[src/sv/tmrle_pkg.sv]
package tmrle_pkg;

    // code byte values of the compressed stream
    localparam logic [7:0] END_CODE   = 8'hFF;
    localparam logic [7:0] RUN_FLAG   = 8'h80;
    localparam logic [7:0] ZERO_COUNT = 8'h00;

    // a count byte of zero stands for this many cells
    localparam logic [8:0] LONG_RUN   = 9'h100;

    localparam int TILE_W  = 7;
    localparam int COUNT_W = 9;
    localparam int COORD_W = 6;

endpackage

[src/sv/tile_map_rle_decoder_core.sv]
// Run-length decoder for a square tile map of MAP_SIDE x MAP_SIDE cells, filled
// row by row. One code byte is taken per beat, and a new byte can be taken in
// every cycle, so the sustained rate is one byte per clock while the output is
// not stalled. Each single-tile byte, each completed prefix/count pair and each
// end code gives one result beat, which passes three registered stages:
// stage a for decode and position update, then stages b and c that split the
// cell index into row and column by a reciprocal multiply and a back multiply.
// The stages hold under output stall, though an empty stage still takes the
// beat behind it; input stall rises only when every stage is full and the
// output is stalled. A prefix byte, and any byte after the map has ended, gives
// no result. A byte with new_map set starts a new map, as reset itself does.
module tile_map_rle_decoder_core
    import tmrle_pkg::*;
#(
    parameter int MAP_SIDE = 64
) (
    input  logic                 i_clk,
    input  logic                 i_rst_n,

    input  logic                 i_in_valid,
    output logic                 o_in_stall,
    input  logic [7:0]           i_code_byte,
    input  logic                 i_new_map,

    output logic                 o_out_valid,
    input  logic                 i_out_stall,
    output logic [TILE_W-1:0]    o_tile,
    output logic [COORD_W-1:0]   o_start_row,
    output logic [COORD_W-1:0]   o_start_col,
    output logic [COUNT_W-1:0]   o_run_count,
    output logic                 o_done_res
);

    // sizes that follow from the map side
    localparam int CELL_TOTAL = MAP_SIDE * MAP_SIDE;
    localparam int POS_W      = $clog2(CELL_TOTAL + 1);
    localparam int SIDE_W     = $clog2(MAP_SIDE);
    localparam int EXT_W      = (SIDE_W > COORD_W) ? SIDE_W : COORD_W;
    // width that holds both a run length and a cell count
    localparam int CMP_W      = (POS_W > COUNT_W) ? POS_W : COUNT_W;
    // reciprocal of the map side, exact for every cell index
    localparam int DIV_S      = POS_W + SIDE_W;
    localparam int DIV_M      = ((1 << DIV_S) + MAP_SIDE - 1) / MAP_SIDE;
    localparam int PROD_W     = DIV_S + SIDE_W + 1;

    // ---------------------------------------------------------------
    // parse state
    // ---------------------------------------------------------------
    logic [POS_W-1:0]   r_pos,   n_pos;
    logic [TILE_W-1:0]  r_pend,  n_pend;
    logic               r_await, n_await;
    logic               r_fin,   n_fin;

    // stage a: decoded run with the index of its first cell
    logic               r_va;
    logic [TILE_W-1:0]  r_tile_a,  n_tile_a;
    logic [COUNT_W-1:0] r_count_a, n_count_a;
    logic               r_done_a,  n_done_a;
    logic [POS_W-1:0]   r_pos_a;
    logic               n_res;

    // stage b: row found
    logic               r_vb;
    logic [TILE_W-1:0]  r_tile_b;
    logic [COUNT_W-1:0] r_count_b;
    logic               r_done_b;
    logic [POS_W-1:0]   r_pos_b;
    logic [SIDE_W-1:0]  r_row_b;

    // stage c: output register
    logic               r_vc;
    logic [TILE_W-1:0]  r_tile_c;
    logic [COUNT_W-1:0] r_count_c;
    logic               r_done_c;
    logic [SIDE_W-1:0]  r_row_c;
    logic [SIDE_W-1:0]  r_col_c;

    // stage advance
    logic adv_a, adv_b, adv_c;
    logic accept;

    assign adv_c  = !r_vc || !i_out_stall;
    assign adv_b  = !r_vb || adv_c;
    assign adv_a  = !r_va || adv_b;
    assign o_in_stall = !adv_a;
    assign accept = i_in_valid && adv_a;

    // ---------------------------------------------------------------
    // decode
    // ---------------------------------------------------------------
    logic [POS_W-1:0]   eff_pos;
    logic               eff_await;
    logic               eff_fin;
    logic [POS_W-1:0]   cells_left;
    logic [COUNT_W-1:0] want;
    logic [TILE_W-1:0]  run_tile;
    logic               is_run;
    logic               clip;
    logic [COUNT_W-1:0] got;

    always_comb begin
        // new_map clears position, parse state and the end flag first
        eff_pos   = i_new_map ? '0   : r_pos;
        eff_await = i_new_map ? 1'b0 : r_await;
        eff_fin   = i_new_map ? 1'b0 : r_fin;

        n_pos     = eff_pos;
        n_pend    = r_pend;
        n_await   = eff_await;
        n_fin     = eff_fin;
        n_res     = 1'b0;
        n_tile_a  = '0;
        n_count_a = '0;
        n_done_a  = 1'b0;

        is_run    = 1'b0;
        run_tile  = r_pend;
        want      = COUNT_W'(1);

        if (!eff_fin) begin
            if (i_code_byte == END_CODE) begin
                // end code, either as a code byte or as a count byte
                n_res    = 1'b1;
                n_done_a = 1'b1;
                n_fin    = 1'b1;
                n_await  = 1'b0;
            end else if (eff_await) begin
                is_run   = 1'b1;
                run_tile = r_pend;
                want     = (i_code_byte == ZERO_COUNT) ? LONG_RUN
                                                       : COUNT_W'(i_code_byte);
            end else if (i_code_byte < RUN_FLAG) begin
                is_run   = 1'b1;
                run_tile = i_code_byte[TILE_W-1:0];
                want     = COUNT_W'(1);
            end else begin
                // prefix byte: hold the tile until its count arrives
                n_pend  = TILE_W'(i_code_byte - RUN_FLAG);
                n_await = 1'b1;
            end
        end

        // clip the run to the cells that remain
        cells_left = POS_W'(CELL_TOTAL) - eff_pos;
        clip       = CMP_W'(want) >= CMP_W'(cells_left);
        got        = clip ? COUNT_W'(cells_left) : want;

        if (is_run) begin
            n_res     = 1'b1;
            n_tile_a  = run_tile;
            n_count_a = got;
            n_done_a  = clip;
            n_pos     = eff_pos + POS_W'(got);
            n_await   = 1'b0;
            n_fin     = clip;
        end
    end

    always_ff @(posedge i_clk) begin
        if (!i_rst_n) begin
            r_pos   <= '0;
            r_pend  <= '0;
            r_await <= 1'b0;
            r_fin   <= 1'b0;
            r_va    <= 1'b0;
        end else begin
            if (accept) begin
                r_pos   <= n_pos;
                r_pend  <= n_pend;
                r_await <= n_await;
                r_fin   <= n_fin;
            end
            if (adv_a) begin
                r_va <= accept && n_res;
            end
        end
    end

    always_ff @(posedge i_clk) begin
        if (adv_a) begin
            r_tile_a  <= n_tile_a;
            r_count_a <= n_count_a;
            r_done_a  <= n_done_a;
            r_pos_a   <= eff_pos;
        end
    end

    // ---------------------------------------------------------------
    // row = index / side by multiply with the reciprocal
    // ---------------------------------------------------------------
    logic [PROD_W-1:0] row_prod;

    assign row_prod = PROD_W'(r_pos_a) * PROD_W'(DIV_M);

    always_ff @(posedge i_clk) begin
        if (!i_rst_n) begin
            r_vb <= 1'b0;
        end else if (adv_b) begin
            r_vb <= r_va;
        end
    end

    always_ff @(posedge i_clk) begin
        if (adv_b) begin
            r_tile_b  <= r_tile_a;
            r_count_b <= r_count_a;
            r_done_b  <= r_done_a;
            r_pos_b   <= r_pos_a;
            r_row_b   <= row_prod[DIV_S +: SIDE_W];
        end
    end

    // ---------------------------------------------------------------
    // column = index - row * side
    // ---------------------------------------------------------------
    logic [POS_W-1:0] row_base;
    logic [POS_W-1:0] col_full;

    assign row_base = POS_W'(r_row_b) * POS_W'(MAP_SIDE);
    assign col_full = r_pos_b - row_base;

    always_ff @(posedge i_clk) begin
        if (!i_rst_n) begin
            r_vc <= 1'b0;
        end else if (adv_c) begin
            r_vc <= r_vb;
        end
    end

    always_ff @(posedge i_clk) begin
        if (adv_c) begin
            r_tile_c  <= r_tile_b;
            r_count_c <= r_count_b;
            r_done_c  <= r_done_b;
            r_row_c   <= r_row_b;
            r_col_c   <= col_full[SIDE_W-1:0];
        end
    end

    // low six bits of row and column, zero filled on small maps
    logic [EXT_W-1:0] row_ext;
    logic [EXT_W-1:0] col_ext;

    assign row_ext     = EXT_W'(r_row_c);
    assign col_ext     = EXT_W'(r_col_c);

    assign o_out_valid = r_vc;
    assign o_tile      = r_tile_c;
    assign o_start_row = row_ext[COORD_W-1:0];
    assign o_start_col = col_ext[COORD_W-1:0];
    assign o_run_count = r_count_c;
    assign o_done_res  = r_done_c;

    // ---------------------------------------------------------------
    // assertions
    // ---------------------------------------------------------------

    // a zero-length beat is only ever the end of a map
    a_zero_is_end: assert property (@(posedge i_clk) disable iff (!i_rst_n)
        o_out_valid && (o_run_count == '0) |-> o_done_res && (o_tile == '0))
        else $error("zero-length run without end flag");

    // once the map is over, later bytes put nothing into the pipeline
    a_quiet_after_end: assert property (@(posedge i_clk) disable iff (!i_rst_n)
        accept && r_fin && !i_new_map |=> !r_va)
        else $error("result after end of map");

    // position never runs past the last cell
    a_pos_range: assert property (@(posedge i_clk) disable iff (!i_rst_n)
        r_pos <= POS_W'(CELL_TOTAL))
        else $error("cell position beyond map");

    // input stall only when the first stage holds a beat that cannot move
    a_stall_cause: assert property (@(posedge i_clk) disable iff (!i_rst_n)
        o_in_stall |-> r_va && r_vb && r_vc && i_out_stall)
        else $error("input stalled with room in pipeline");

endmodule

[config.mk]
export PLATFORM = sky130hd
export DESIGN_NAME = tile_map_rle_decoder_core
export DESIGN_NICKNAME = d
export VERILOG_FILES = /design/src/sv/tmrle_pkg.sv /design/src/sv/tile_map_rle_decoder_core.sv
export SDC_FILE = /design/constraint.sdc
export NUM_CORES = 1
export LEC_CHECK = 0
export BUFFER_PORTS_ARGS = -buffer_cell sky130_fd_sc_hd__buf_2
export CAP_MARGIN = 20
export CORE_ASPECT_RATIO = 0.6
export CORE_MARGIN = 10
export CORE_UTILIZATION = 53
export CTS_CLUSTER_DIAMETER = 80
export CTS_CLUSTER_SIZE = 24
export DETAILED_ROUTE_END_ITERATION = 16
export PLACE_DENSITY = 0.77
export SLEW_MARGIN = 20
export SYNTH_ARGS = -nofsm -noshare
export SYNTH_HDL_FRONTEND = slang
export SYNTH_SLANG_ARGS = --single-unit
[constraint.sdc]
create_clock -name i_clk -period 5.4 [get_ports i_clk]
set_clock_uncertainty 0.1 [all_clocks]
set_input_delay 1.08 -clock i_clk [delete_from_list [all_inputs] [get_ports i_clk]]
set_output_delay 1.08 -clock i_clk [all_outputs]
set_load 0.02 [all_outputs]
==> key figures <==
Place
  • HPWL after DPL: 8500 µm
  • IO buf count: 43
  • Placed inst area: 5680 µm²
  • DP Worst Slack: -0.272 ns
  • GPL Wtd Cong: 0.957
  • Placed insts: 595

Drt
  • DR vias/cell: 5.74
  • DR DRC count: 0
  • DRT antenna net count: 0
  • Routed WL: 11000 µm
  • First-pass DRT Iterations: 6
  • Vias after detailed routing: 3519
  • Wire per inst: 18.0 µm
  • DRT iter0 DRCs: 343

Clock tree
  • Clk Latency, worst-skew pair: 0.35 ns
  • Max clock buf depth: 2
  • CTS tree: yes
  • H-Tree Depth: 3
  • Total CTS buffers: 9
  • Clock-pin slew on the worst setup and hold paths: 0.07 ns
  • Clock root buffer: clkbuf_16
  • TritonCTS sink count: between 100 and 150
  • CTS Hold Buffers Added: 0

STA
  • Worst-case hold slack: 0.319 ns
  • Fmax achieved: about 190 MHz
  • Slew HR: ~42%
  • Worst Max-Slew Pin Slew: a little under 0.9 ns
  • Crit path time final: 5.31 ns
  • Finish-stage setup viols: 0
  • Max-slew violations: 0
  • Ratio of final minimum period to clock period: 98.3%
  • Final hold vios: 0
  • TNS Setup: 0 ns
  • Final Worst Setup Slack: 0.0943 ns

Pwr
  • Power Density: 288 nW/µm²
  • VDD IR max: ~0.15 mV
  • Leakage power: 2.66 nW
  • Total power: 1.75 mW

Global route
  • Global Route Usage Sum: 16.4%
  • Antenna violations before repair: 0
  • Largest net degree at the start of global routing: 31
  • First-pass GRT wire length: 17200 µm
  • Number of global-route vias before repair: roughly 3200
  • Overflow left after global routing: 0

Synthesis
  • Synth Flop Type: edfxtp_1
  • Mapped cell area: ~4900 µm²
  • Leading post-synthesis cells by cell area: edfxtp_1, dfxtp_1, ha_1
  • Syn avg cell area: 12.4 µm²
  • Share of the synthesized area in the top cell type: 52.8%
  • Synth cell types: 53
  • YS warnings: 0
  • EDFF count, synth: 87
  • Seq/Total Area, Yosys: roughly 63%
  • Net Count, Synth: 433
  • Syn Inst Count: 400
  • Yosys reg bits: roughly 110
  • Yosys top cell by area: edfxtp_1
  • Fraction of registers with async set/reset: 0%

Floorplan
  • Die ar.: 13700 µm²
  • Die height: 94.8 µm
  • Row count: 27
  • Initial Util: between 50% and 60%
  • # IOs: 44
  • Core area: 9120 µm²
  • Die Width: 145 µm

Cells and area
  • Non-Filler Instances: 613
  • Layout Nets: ~530
  • N_diodes: 0
  • Multi-input logic area: 1830 µm²
  • Design area: 6060 µm²
  • Post-layout util: between 60% and 70%
  • Layout area overhead: 22.5%
  • Register area: 3110 µm²
  • FILL cells: 664
  • Layout cell share with drive strength beyond 1: around 28%

Worst setup path
  • Req. time, crit path: 5.51 ns
  • CP peak stage delay: between 0.5 and 0.6 ns
  • R2R Setup Slk: 0.23 ns
  • Top delay family on crit path: compound AO/OA/AOI/OAI gates
  • CP Data Arrival Time: roughly 5.4 ns
  • Critical path capture point type: register
  • Critical Path Start Type: input port
  • Worst Path Class, Setup: in2reg
  • CP Buf/Inv Count: 3
  • Max FO, Critical Path: 6
  • Cell chain of the critical path: clkbuf_4, nand2b_4, ha_4, inv_2, or4_1, nand2_1, o21ai_2, ha_1, o21ai_0, a211oi_2, o211ai_1, or4_4, buf_6, o21ai_0, ha_1, or3_1, a21o_1, a31o_2, a21oi_2, a211o_1, a21oi_1
  • Slowest stage cell, crit path: or4_4

Status
  • Status: completed

Min path
  • Hold crit path type: reg2reg

Run
  • Number of max-cap violations: 0
## state kept, by name (all words and copies together) (netlist names), 6 cells and up
name and flops:
r_row_b 6, r_pend 7, o_tile 7, r_tile_a 7, o_run_count 9, r_count_b 9
o_start_row 6, r_count_a 9, r_pos_a 12, r_tile_b 7, r_pos 13, r_pos_b 6
o_start_col 6
## worst paths after layout
kind | depth (start not counted) | endpoint | start
hold reg to reg | 0 | r_count_b[0] | r_count_a[0]
hold / removal | 0 | r_count_b[0] | r_count_a[0]
setup reg to reg | 18 | r_pos[9] | r_pos[2]
setup / recovery | 21 | r_pos[9] | i_new_map
## power breakdown
group	total (mW)	switching (mW)	internal, mW
combinational	0.146	0.0886	0.0574
clock	0.632	0.307	0.324
sequential	0.967	0.0114	0.956
total	1.75	0.407	1.34
## logic make-up (layout without fill, tap and decap cells)
| kind of cell | count (synthesis) | in the layout | share of synthesized area, % |
|---|---|---|---|
| adders and majority gates | 20 | 20 | 5.21 |
| DFF | 112 | 112 | 62.9 |
| and+or+nand+nor | 135 | 135 | 13.8 |
| AOI/OAI and AO/OA | 84 | 84 | 11.6 |
| xor gates and xnor gates | 9 | 9 | 1.59 |
| muxes | 13 | 13 | 2.63 |
| buffers and inverters | 27 | 124 | 2.25 |
## layout by cell type (no fill, tap or decap), types with 3 or more instances in the layout
cell | netlist | layout
buf_4 | 0 | 48
nor2b_1 | 10 | 10
ha_1 | 19 | 16
o211ai_1 | 4 | 4
nand3_1 | 4 | 4
buf_2 | 2 | 42
nor2_1 | 44 | 43
clkinv_4 | 0 | 3
edfxtp_1 | 87 | 87
a21oi_1 | 17 | 14
xnor2_1 | 7 | 7
inv_1 | 13 | 12
nor4_1 | 7 | 6
nand2b_4 | 0 | 3
and2_1 | 9 | 9
o21ai_0 | 22 | 17
a21o_1 | 3 | 3
o21ai_1 | 1 | 5
o22ai_1 | 6 | 6
o31ai_2 | 6 | 7
a22oi_1 | 3 | 3
clkbuf_16 | 0 | 9
dfxtp_1 | 25 | 25
nand2b_1 | 11 | 8
nand4_1 | 4 | 4
nor3_1 | 4 | 4
mux2i_1 | 13 | 12
nand2_1 | 27 | 27
## cells in the mapped netlist (all sizes together) (4+ instances only)
master,count
edfxtp,87
nor2,44
nand2,27
dfxtp,25
o21ai,23
ha,19
a21oi,17
inv,13
mux2i,13
clkbuf,11
nand2b,11
nor2b,10
and2,9
o31ai,9
nor4,7
xnor2,7
o22ai,6
nor3,5
nand3,4
nand4,4
o211ai,4
or4,4
## repair_timing
item                                    4_1_cts  5_1_grt
hold endpoints to repair                      0        0
resized for setup                             0       19
buffers inserted                              0        2
endpoints found under the setup margin        0        9
## per-layer routing
layer / wire [µm] / vias up / GRT usage (%)
met1: 5310 / 1685 / 24.0
met2: 4680 / 132 / 23.8
met3: 921 / 16 / 3.91
li1: - / 1686 / -
met4: 127 / 0 / 4.36
met5: 0 / - / 0
## final cells by class
type,instances,area share [%]
inverter,13,0.805
clock buffer,10,3.78
clock inverter,6,1.03
multi-input combinational,261,30.1
timing repair buffer,95,10.5
sequential,112,51.4
tap,116,2.40
(Power assumes the default switching activity.)
